==> src/rtl/core/lbc_pkg.sv <==
// Shared types and constants of the LRU block cache tag unit.
// Used by lbc_ctrl, lbc_datapath and lru_block_cache_tags_unit; depends on nothing.
package lbc_pkg;

	// Default geometry
	localparam int LBC_SLOTS      = 16;
	localparam int LBC_INDEX_BITS = 48;

	// Fixed field widths of the words on the ports
	localparam int FIELD_W      = 48;
	localparam int SLOT_FIELD_W = 4;

	// Request action codes
	localparam logic ACT_LOOKUP     = 1'b0;
	localparam logic ACT_INVALIDATE = 1'b1;

	typedef struct packed {
		logic               action;
		logic [FIELD_W-1:0] block_index;
		logic [3:0]         target_slot;
	} lbc_req_t;

	typedef struct packed {
		logic               hit;
		logic               rejected;
		logic [3:0]         slot;
		logic               load_needed;
		logic               evicted_valid;
		logic [FIELD_W-1:0] evicted_index;
	} lbc_rsp_t;

	typedef enum logic [1:0] {
		ST_IDLE,
		ST_MATCH,
		ST_UPDATE
	} lbc_state_t;

	// Commands from the controller to the datapath
	typedef struct packed {
		logic load;
		logic match;
		logic commit;
	} lbc_cmd_t;

endpackage

==> src/rtl/core/lbc_ctrl.sv <==
// Controller of the LRU block cache tag unit: request sequencing and response valid.
// Depends on lbc_pkg.
module lbc_ctrl (
	input  logic          clk,
	input  logic          arst_n,
	input  logic          req_valid,
	output logic          req_stall,
	output logic          rsp_valid,
	input  logic          rsp_stall,
	output lbc_pkg::lbc_cmd_t cmd
);
	import lbc_pkg::*;

	lbc_state_t state_q;
	lbc_state_t state_d;
	logic       rsp_valid_q;

	// Advance the state
	always_ff @(posedge clk or negedge arst_n) begin
		if (!arst_n) begin
			state_q <= ST_IDLE;
		end else begin
			state_q <= state_d;
		end
	end

	// Next state and commands
	always_comb begin
		state_d    = state_q;
		cmd        = '0;
		req_stall  = 1'b1;
		case (state_q)
			ST_IDLE: begin
				req_stall = 1'b0;
				if (req_valid) begin
					cmd.load = 1'b1;
					state_d  = ST_MATCH;
				end
			end
			ST_MATCH: begin
				cmd.match = 1'b1;
				state_d   = ST_UPDATE;
			end
			ST_UPDATE: begin
				// Hold until the response register is free
				if (!rsp_valid_q || !rsp_stall) begin
					cmd.commit = 1'b1;
					state_d    = ST_IDLE;
				end
			end
			default: begin
				state_d = ST_IDLE;
			end
		endcase
	end

	// Set on commit, drop once the word is taken
	always_ff @(posedge clk or negedge arst_n) begin
		if (!arst_n) begin
			rsp_valid_q <= 1'b0;
		end else if (cmd.commit) begin
			rsp_valid_q <= 1'b1;
		end else if (!rsp_stall) begin
			rsp_valid_q <= 1'b0;
		end
	end

	assign rsp_valid = rsp_valid_q;

endmodule

==> src/rtl/core/lbc_datapath.sv <==
// Datapath of the LRU block cache tag unit: tags, valid bits, recency order, response register.
// Depends on lbc_pkg; driven by commands from lbc_ctrl.
module lbc_datapath #(
	parameter int CACHE_SLOTS = lbc_pkg::LBC_SLOTS,
	parameter int INDEX_BITS  = lbc_pkg::LBC_INDEX_BITS
) (
	input  logic                        clk,
	input  logic                        arst_n,
	input  lbc_pkg::lbc_cmd_t           cmd,
	input  lbc_pkg::lbc_req_t           req,
	input  logic                        cfg_we,
	input  logic [lbc_pkg::FIELD_W-1:0] cfg_wdata,
	output lbc_pkg::lbc_rsp_t           rsp
);
	import lbc_pkg::*;

	localparam int TAG_W  = (INDEX_BITS < FIELD_W) ? INDEX_BITS : FIELD_W;
	localparam int SLOT_W = $clog2(CACHE_SLOTS);

	logic [FIELD_W-1:0] count_q;

	logic               act_s1;
	logic [TAG_W-1:0]   idx_s1;
	logic [3:0]         tgt_s1;

	logic [TAG_W-1:0]   tag_q   [CACHE_SLOTS];
	logic [CACHE_SLOTS-1:0] valid_q;
	logic [SLOT_W-1:0]  order_q [CACHE_SLOTS];

	logic [CACHE_SLOTS-1:0] hit_vec;
	logic [SLOT_W-1:0]  hit_slot;
	logic               hit_s2;
	logic [SLOT_W-1:0]  hit_slot_s2;
	logic               over_s2;

	logic [SLOT_W-1:0]  victim;
	logic [SLOT_W-1:0]  sel_slot;
	logic [SLOT_W-1:0]  pos;
	logic [SLOT_W-1:0]  order_d [CACHE_SLOTS];
	logic [SLOT_W-1:0]  tgt_slot;
	logic               tgt_ok;
	logic               do_insert;
	logic               do_touch;
	lbc_rsp_t           rsp_d;
	lbc_rsp_t           rsp_q;

	// Block count register
	always_ff @(posedge clk or negedge arst_n) begin
		if (!arst_n) begin
			count_q <= '0;
		end else if (cfg_we) begin
			count_q <= cfg_wdata;
		end
	end

	// Capture the request word, index cut to the compared width
	always_ff @(posedge clk) begin
		if (cmd.load) begin
			act_s1 <= req.action;
			idx_s1 <= req.block_index[TAG_W-1:0];
			tgt_s1 <= req.target_slot;
		end
	end

	// Compare against every valid tag; lowest matching slot wins
	always_comb begin
		hit_slot = '0;
		for (int i = 0; i < CACHE_SLOTS; i++) begin
			hit_vec[i] = valid_q[i] && (tag_q[i] == idx_s1);
		end
		for (int i = CACHE_SLOTS - 1; i >= 0; i--) begin
			if (hit_vec[i]) begin
				hit_slot = SLOT_W'(i);
			end
		end
	end

	always_ff @(posedge clk) begin
		if (cmd.match) begin
			hit_s2      <= |hit_vec;
			hit_slot_s2 <= hit_slot;
			over_s2     <= (FIELD_W'(idx_s1) >= count_q);
		end
	end

	// Pick the slot to promote and find its position in the order
	assign victim   = order_q[0];
	assign sel_slot = hit_s2 ? hit_slot_s2 : victim;

	always_comb begin
		pos = '0;
		for (int i = 0; i < CACHE_SLOTS; i++) begin
			if (order_q[i] == sel_slot) begin
				pos = SLOT_W'(i);
			end
		end
	end

	// Shift the younger entries down and place the slot last
	always_comb begin
		for (int i = 0; i < CACHE_SLOTS - 1; i++) begin
			order_d[i] = (SLOT_W'(i) >= pos) ? order_q[i+1] : order_q[i];
		end
		order_d[CACHE_SLOTS-1] = sel_slot;
	end

	assign do_insert = (act_s1 == ACT_LOOKUP) && !hit_s2 && !over_s2;
	assign do_touch  = (act_s1 == ACT_LOOKUP) && (hit_s2 || !over_s2);
	assign tgt_slot  = SLOT_W'(tgt_s1);
	assign tgt_ok    = (7'(tgt_s1) < 7'(CACHE_SLOTS));

	// Valid bits and recency order
	always_ff @(posedge clk or negedge arst_n) begin
		if (!arst_n) begin
			valid_q <= '0;
			for (int i = 0; i < CACHE_SLOTS; i++) begin
				order_q[i] <= SLOT_W'(i);
			end
		end else if (cmd.commit) begin
			if (do_touch) begin
				order_q <= order_d;
			end
			if (do_insert) begin
				valid_q[victim] <= 1'b1;
			end
			if ((act_s1 == ACT_INVALIDATE) && tgt_ok) begin
				valid_q[tgt_slot] <= 1'b0;
			end
		end
	end

	// Retag the victim on a miss that is not rejected
	always_ff @(posedge clk) begin
		if (cmd.commit && do_insert) begin
			tag_q[victim] <= idx_s1;
		end
	end

	// Form the response word
	always_comb begin
		rsp_d = '0;
		if (act_s1 == ACT_INVALIDATE) begin
			rsp_d.slot = tgt_s1;
		end else if (hit_s2) begin
			rsp_d.hit  = 1'b1;
			rsp_d.slot = SLOT_FIELD_W'(hit_slot_s2);
		end else if (over_s2) begin
			rsp_d.rejected = 1'b1;
		end else begin
			rsp_d.slot          = SLOT_FIELD_W'(victim);
			rsp_d.load_needed   = 1'b1;
			rsp_d.evicted_valid = valid_q[victim];
			if (valid_q[victim]) begin
				rsp_d.evicted_index = FIELD_W'(tag_q[victim]);
			end
		end
	end

	always_ff @(posedge clk) begin
		if (cmd.commit) begin
			rsp_q <= rsp_d;
		end
	end

	assign rsp = rsp_q;

endmodule

==> src/rtl/core/lru_block_cache_tags_unit.sv <==
// Top level of the LRU block cache tag unit: controller plus datapath.
// Depends on lbc_pkg, lbc_ctrl and lbc_datapath.
//
// Usage:
//   Request channel (req_valid / req_stall / req) carries a lookup of a block
//   index or an invalidate of a slot. Response channel (rsp_valid / rsp_stall
//   / rsp) returns exactly one word per request, in request order.
//   cfg_we / cfg_wdata write the block count; write it only while idle.
// Timing:
//   A request is taken in the idle state, compared against all tags in the
//   next cycle and committed in the update state. A new request is taken
//   only after the previous one has committed.
//   The response sits in an output register, so the next request is taken
//   while a response still waits; commit waits while that register is full
//   and stalled, holding req_stall high.
// Reset:
//   arst_n clears valid bits, sets slot i at recency position i, zeroes the
//   block count and empties the response register.
module lru_block_cache_tags_unit #(
	parameter int CACHE_SLOTS = lbc_pkg::LBC_SLOTS,
	parameter int INDEX_BITS  = lbc_pkg::LBC_INDEX_BITS
) (
	input  logic                        clk,
	input  logic                        arst_n,
	input  logic                        req_valid,
	output logic                        req_stall,
	input  lbc_pkg::lbc_req_t           req,
	output logic                        rsp_valid,
	input  logic                        rsp_stall,
	output lbc_pkg::lbc_rsp_t           rsp,
	input  logic                        cfg_we,
	input  logic [lbc_pkg::FIELD_W-1:0] cfg_wdata
);
	import lbc_pkg::*;

	lbc_cmd_t cmd;

	lbc_ctrl u_ctrl (
		.clk       (clk),
		.arst_n    (arst_n),
		.req_valid (req_valid),
		.req_stall (req_stall),
		.rsp_valid (rsp_valid),
		.rsp_stall (rsp_stall),
		.cmd       (cmd)
	);

	lbc_datapath #(
		.CACHE_SLOTS (CACHE_SLOTS),
		.INDEX_BITS  (INDEX_BITS)
	) u_datapath (
		.clk       (clk),
		.arst_n    (arst_n),
		.cmd       (cmd),
		.req       (req),
		.cfg_we    (cfg_we),
		.cfg_wdata (cfg_wdata),
		.rsp       (rsp)
	);

endmodule

==> config.mk <==
export PLATFORM = sky130hd
export DESIGN_NAME = lru_block_cache_tags_unit
export DESIGN_NICKNAME = d
export VERILOG_FILES = /design/src/rtl/core/lbc_pkg.sv /design/src/rtl/core/lbc_ctrl.sv /design/src/rtl/core/lbc_datapath.sv /design/src/rtl/core/lru_block_cache_tags_unit.sv
export SDC_FILE = /design/constraint.sdc
export NUM_CORES = 2
export LEC_CHECK = 0
export ABC_AREA = 1
export BUFFER_PORTS_ARGS = -buffer_cell sky130_fd_sc_hd__buf_2
export CAP_MARGIN = 20
export CELL_PAD_IN_SITES_DETAIL_PLACEMENT = 1
export CELL_PAD_IN_SITES_GLOBAL_PLACEMENT = 1
export CORE_AREA = 8 8 370 372
export DETAILED_ROUTE_END_ITERATION = 10
export DIE_AREA = 0 0 378 380
export GPL_ROUTABILITY_DRIVEN = 0
export HOLD_SLACK_MARGIN = 0.02
export PLACE_DENSITY_LB_ADDON = 0.1
export SYNTH_ARGS = -nofsm -noshare
export SYNTH_HDL_FRONTEND = slang
export SYNTH_SLANG_ARGS = --single-unit
==> constraint.sdc <==
create_clock -name clk -period 3.66 [get_ports clk]
set_input_delay 0.549 -clock clk [delete_from_list [all_inputs] [get_ports clk]]
set_output_delay 0.549 -clock clk [all_outputs]
set_load 0.02 [all_outputs]
Yosys cells after proc, flatten, opt, wreduce, memory -nomap -nowiden. Memories as Yosys holds them, arrays and structs flattened. Cells that the tools add are included.

Order comparisons: 20. Equal/unequal tests: 36. Mux-type cells: 59. Bitwise logic cells: 5. Reductions and logical operators: 53.

Operators by type and width (number): == test 48 bit (16); 2-to-1 mux 4 bit (19); == test 4 bit (15); 2-to-1 mux 54 bit (1); greater-or-equal comparator 48 bit (1); 2-to-1 mux 16 bit (3); 2-to-1 mux 48 bit (1); AND reduction 3 bit (15); greater-or-equal comparator 4 bit (first input constant) (7); 2-to-1 mux 3 bit (8); logical AND 1 bit (22); 2-to-1 mux 1 bit (17); bitwise AND 16 bit (1); greater-or-equal comparator 3 x 4 -> 1 bit (first input constant) (4); inverter 16 bit (1); OR 16 bit (1); OR reduction 16 bit (1); 2-to-1 mux 2 bit (6); less-than comparator 4 x 5 -> 1 bit (second input constant) (2); demux 1 bit (select 4 bit) (2); greater-or-equal comparator 1 x 4 -> 1 bit (first input constant) (2); greater-or-equal comparator 2 x 4 -> 1 bit (first input constant) (2); greater-or-equal comparator 4 x 1 -> 1 bit (second input constant) (2); OR reduction 4 bit (2); other kinds (14) (22).

Flip-flop bits (word level): 246. RAM bits: 768. Bits of input ports: 106. Output and inout bits: 58. Logic and storage cells: 209. Memories kept: 1.

Memories: u_datapath.tag_q (words 16, width 48, rd ports 17, clocked after Yosys merged registers in 0, write ports 1, line lbc_datapath.sv:26) `logic [TAG_W-1:0] tag_q [CACHE_SLOTS];`.

Logic depth before layout (Yosys ltp).
Depth after elaboration: 19. Depth in mapped cells: 26. Mapped depth without buffers: 25.

Modules after synthesis. Synthesis repeated with hierarchy kept, for this count alone.

Cell total of the unflattened synthesis: 4583. Area total of the unflattened synthesis: 49009.5 um^2.

By module, submodules not included: lbc_datapath (times used 1, cells each 4563, area an instance 48864.4 um^2); lbc_ctrl (times used 1, cells each 20, area an instance 145.1 um^2).

Worst setup path after synthesis. OpenSTA, ideal clock, no wires.

Path kind: reg-to-reg. Start point: register u_datapath.order_q (netlist bit u_datapath.victim[1]). End point: memory u_datapath.tag_q[9][0] in the netlist's numbering (enable). Library setup time: 455 ps. Data arrival time: 3487 ps. Required time: 3205 ps. Path slack: -282 ps. Stages on the path, launching flop included: 7. Path buffers: 3. Clock period less this slack: 3942 ps. Cells stage by stage: dfrtp_1 clkbuf_1 nor2_1 clkbuf_1 inv_1 clkbuf_1 nor2_1.

RTL lines: start: declaration (line lbc_datapath.sv:28) `logic [SLOT_W-1:0] order_q [CACHE_SLOTS];`; start signal: indexed assignment (line lbc_datapath.sv:117) `order_q[i] <= SLOT_W'(i);`; start signal: assignment (line lbc_datapath.sv:121) `order_q <= order_d;`; end: declaration (line lbc_datapath.sv:26).

No word-level cell before the write port.

Worst setup path after layout.
Start point: register u_datapath.idx_s1[8]. End point: register u_datapath.hit_s2, data pin.

Longest elaborated chain between the ends: 3. Elaborated cells between the ends (all ways): 33. Classes of those cells: eq/ne (16); reduce/logical (17).

RTL lines: start: declaration (line lbc_datapath.sv:23) `logic [TAG_W-1:0] idx_s1;`; start signal: assignment (line lbc_datapath.sv:60) `idx_s1 <= req.block_index[TAG_W-1:0];`; == test 48 bit (line lbc_datapath.sv:69) `hit_vec[i] = valid_q[i] && (tag_q[i] == idx_s1);`; logical AND 1 bit (line lbc_datapath.sv:69); OR reduction 16 bit (*) (line lbc_datapath.sv:80) `hit_s2 <= |hit_vec;`; end signal: assignment (line lbc_datapath.sv:80); end: declaration (line lbc_datapath.sv:32) `logic hit_s2;`.

Mark *: on every way between the ends. The rest lies on a longest branch, timed or not. A chain may end at the register's enable or synchronous reset.

==> flow_metrics.env <==
export IMPL_net_switching_power_w=0.0124
export IMPL_post_cts_buffers=0
export IMPL_pin_count=164
export IMPL_synth_area_top_cells="edfxtp_1 54%, nand2_1 7.1%, dfrtp_1 5.0%, inv_1 3.5%, o22ai_1 3.3%"
export IMPL_grt_pass1_wl_mm=372
export IMPL_layout_cells_non_filler=6973
export IMPL_crit_end="u_datapath.hit_s2"
export IMPL_cp_arrival_ns=4.19
export IMPL_required_ns=4.19
export IMPL_synth_seq_cells=1014
export IMPL_worstPathCellList="inv_1, buf_4, o22ai_1, nor4_1, nand4_1, nor2_1, nand2_1, nand2_1, inv_1, nand3_1, nand3b_1"
export IMPL_drt_iter0_drc=7173
export IMPL_start_kind="register"
export IMPL_async_reset_ff_share_pct=12.9
export IMPL_reg2reg_depth=11
export IMPL_slew_headroom_pct=23.4
export IMPL_cp_end_kind="register"
export IMPL_p_int_w=0.0232
export IMPL_wl_mm=278
export IMPL_period_minus_slack_ns=3.66
export IMPL_path_depth=11
export IMPL_period_share_pct=99.9
export IMPL_grt_overflow_total=0
export IMPL_rr_startpoint="u_datapath.idx_s1[8]"
export IMPL_portBuffers=163
export IMPL_clockBufferDepth=3
export IMPL_netlist_area_leader_share_pct=53.6
export IMPL_wl_per_cell_um=39.9
export IMPL_clock_sinks=1014
export IMPL_rsz0062_at_grt="no"
export IMPL_clock_latency_ns=0.77
export IMPL_pwr_share_clk_pct=34.4
export IMPL_cts_clk_slew_worst_paths_ns=0.06
export IMPL_grt_pass1_vias=43904
export IMPL_placed_cells=6645
export IMPL_min_path_type="in2reg"
export IMPL_core_area_mm2=0.131
export IMPL_synth_edf_count=883
export IMPL_h_tree_depth=3
export IMPL_finalSetupTns_ns=0
export IMPL_worstSetupPathType="reg2reg"
export IMPL_cts_tree="done"
export IMPL_fmax_mhz=274
export IMPL_drive_above_1_share_pct=15.0
export IMPL_finalNetCount=5263
export IMPL_drv_cap=0
export IMPL_final_area_mm2=0.0597
export IMPL_ant_nets=0
export IMPL_cp_slowest_cell="nor4_1"
export IMPL_synth_top_area_cell="edfxtp_1"
export IMPL_syn_num_nets=4834
export IMPL_switching_share_pct=34.8
export IMPL_synth_ff_type="edfxtp_1"
export IMPL_chipWidth_um=378
export IMPL_critPathBufInv=3
export IMPL_ff2ff_setup_slack_ns=0.004
export IMPL_ys_seq_area_share_pct=60.3
export IMPL_hold_violations=0
export IMPL_die_h_um=380
export IMPL_finalClockSkew_ns=0.0344
export IMPL_cp_startpoint="u_datapath.idx_s1[8]"
export IMPL_p_leak_nw=22.7
export IMPL_die_area_mm2=0.144
export IMPL_p_comb_share_pct=26.5
export IMPL_vias=44951
export IMPL_cts_made_buffers=117
export IMPL_synthCells=4680
export IMPL_fin_util_pct=45.7
export IMPL_drc=0
export IMPL_grt_max_degree=80
export IMPL_peakVddDrop_mv=0.434
export IMPL_grt_use_total_pct=37.4
export IMPL_syn_to_final_growth_pct=20.7
export IMPL_syn_area_per_cell_um2=10.6
export IMPL_status="finished, final reports clean"
export IMPL_setup_viol=0
export IMPL_critPathMaxStageDelay_ns=0.87
export IMPL_root_buffer="clkbuf_16"
export IMPL_tightest_slew_ns=1.14
export IMPL_dpl_cell_area_mm2=0.0548
export IMPL_crit_family="simple AND/OR/NAND/NOR gates"
export IMPL_placementRows=133
export IMPL_netlist_area_mm2=0.0495
export IMPL_antenna_found_initial=22
export IMPL_synth_cell_types=62
export IMPL_avgViaCountPerCell=6.45
export IMPL_reg2reg_to="u_datapath.hit_s2"
export IMPL_first_pass_iters=6
export IMPL_cp_max_fo=8
export IMPL_hpwl_mm=204
export IMPL_drv_slew=0
export IMPL_synth_warnings=0
export IMPL_power_density_mw_per_mm2=596
export IMPL_start_util_pct=37.8
export IMPL_seqPwrFrac_pct=39.1
-- through the flow --
stage          power, W  setup slack (ns)  hold slack [ns]
4_1_cts          0.0353             0.146           0.0277
6_report         0.0356           0.00393           0.0584
5_1_grt          0.0363           0.00156           0.0267
3_3_place_gp     0.0230           -0.0556            0.470
2_1_floorplan    0.0185            -0.282            0.253
3_5_place_dp     0.0231           -0.0658            0.484
-- cell type report --
| cell class | instances | area [um2] |
|---|---|---|
| clock inverter | 69 | 698 |
| sequential | 1014 | 29800 |
| inverter | 489 | 1870 |
| timing repair buffer | 561 | 4920 |
| multi-input combinational | 2926 | 17000 |
| clock buffer | 148 | 3210 |
| fill | 14310 | 71100 |
| tap | 1755 | 2200 |
| antenna | 11 | 27.5 |
-- timing repair --
item                                   CTS  global route
hold buffers                           100             0
endpoints found under the hold margin  159             0
resized for setup                        1             2
setup endpoints to repair                4             4
-- cells in the mapped netlist, drive strengths merged, types with 4 or more instances --
master and n:
dfrtp 99, or2 30, inv 476, clkbuf 189, nand4 51, a21oi 45
o21a 4, clkinv 13, nand3b 4, o21ai 326, nor4 68, a22o 25
a2111oi 6, o221ai 92, nor2 230, nand3 137, o22ai 265, a221oi 62
a41oi 48, nor3 18, a211oi 11, xor2 150, o2111ai 5, buf 62
ha 48, a22oi 165, o211ai 66, nand2 964, xnor2 75, dfstp 32
edfxtp 883, a2bb2oi 13
-- cells in the final DEF (no fill, tap or decap), drive strengths merged, types with 137 or more instances in the layout --
cell	instances
clkbuf	148
xor2	150
o21ai	326
a22oi	165
inv	477
buf	461
o22ai	265
edfxtp	883
nand2	964
nand3	137
nor2	230
-- layer usage --
| layer | vias up | track usage (%) | part of all wire, % |
|---|---|---|---|
| li1 | 17850 | - | - |
| met1 | 22584 | 47.5 | 37 |
| met2 | 3611 | 54.0 | 42 |
| met3 | 900 | 12.0 | 13 |
| met4 | 6 | 25.6 | 9.0 |
| met5 | - | 0 | 0.016 |
-- power groups by stage --
stage          clock network [W]  registers (W)  logic [W]
2_1_floorplan                  0         0.0143    0.00420
3_3_place_gp                   0         0.0141    0.00888
3_5_place_dp                   0         0.0141    0.00894
4_1_cts                   0.0123         0.0139    0.00906
5_1_grt                   0.0127         0.0140    0.00962
6_report                  0.0122         0.0139    0.00945
-- kinds of logic after synthesis --
family                     share of synthesized area, %
and+or+nand+nor                                    13.2
AOI/OAI and AO/OA                                  15.5
DFF                                                60.3
buffers and inverters                              5.82
xor gates and xnor gates                           3.98
adders and majority gates                          1.21
muxes                                            0.0455
-- state kept, by name (all words and copies together), names as in the netlist --
name / flops
u_datapath.tag_q: 768
u_datapath.order_q: 60
u_datapath.rsp: 56
u_datapath.count_q: 48
u_datapath.idx_s1: 48
u_datapath.valid_q: 16
u_datapath.hit_slot_s2: 4
u_datapath.tgt_s1: 4
u_datapath.victim: 4
u_ctrl.state_q: 2
u_ctrl.rsp_valid: 1
u_datapath.act_s1: 1
u_datapath.hit_s2: 1
u_datapath.over_s2: 1
-- worst reg2reg max path: cells and delay by family, from the launching register on --
kind	cells	cell delay [ns]
AOI/OAI and AO/OA	1	0.11
buffers and inverters	3	0.83
and+or+nand+nor	7	2.06
DFF	1	0.43
-- worst min path at each step --
| stage | from | end | slack, ns | depth (start not counted) |
|---|---|---|---|---|
| finish | req[6] | u_datapath.idx_s1[2] | 0.06 | 1 |
| global route | req[6] | u_datapath.idx_s1[2] | 0.03 | 1 |
| CTS | req[6] | u_datapath.idx_s1[2] | 0.03 | 1 |
| detailed placement | u_datapath.order_q[29] | u_datapath.order_q[29] | 0.48 | 2 |
| global placement | u_datapath.order_q[29] | u_datapath.order_q[29] | 0.47 | 2 |
| floorplan | arst_n | u_ctrl.rsp_valid | 0.25 | 0 |
No activity file was read; power rests on OpenSTA's default activity.
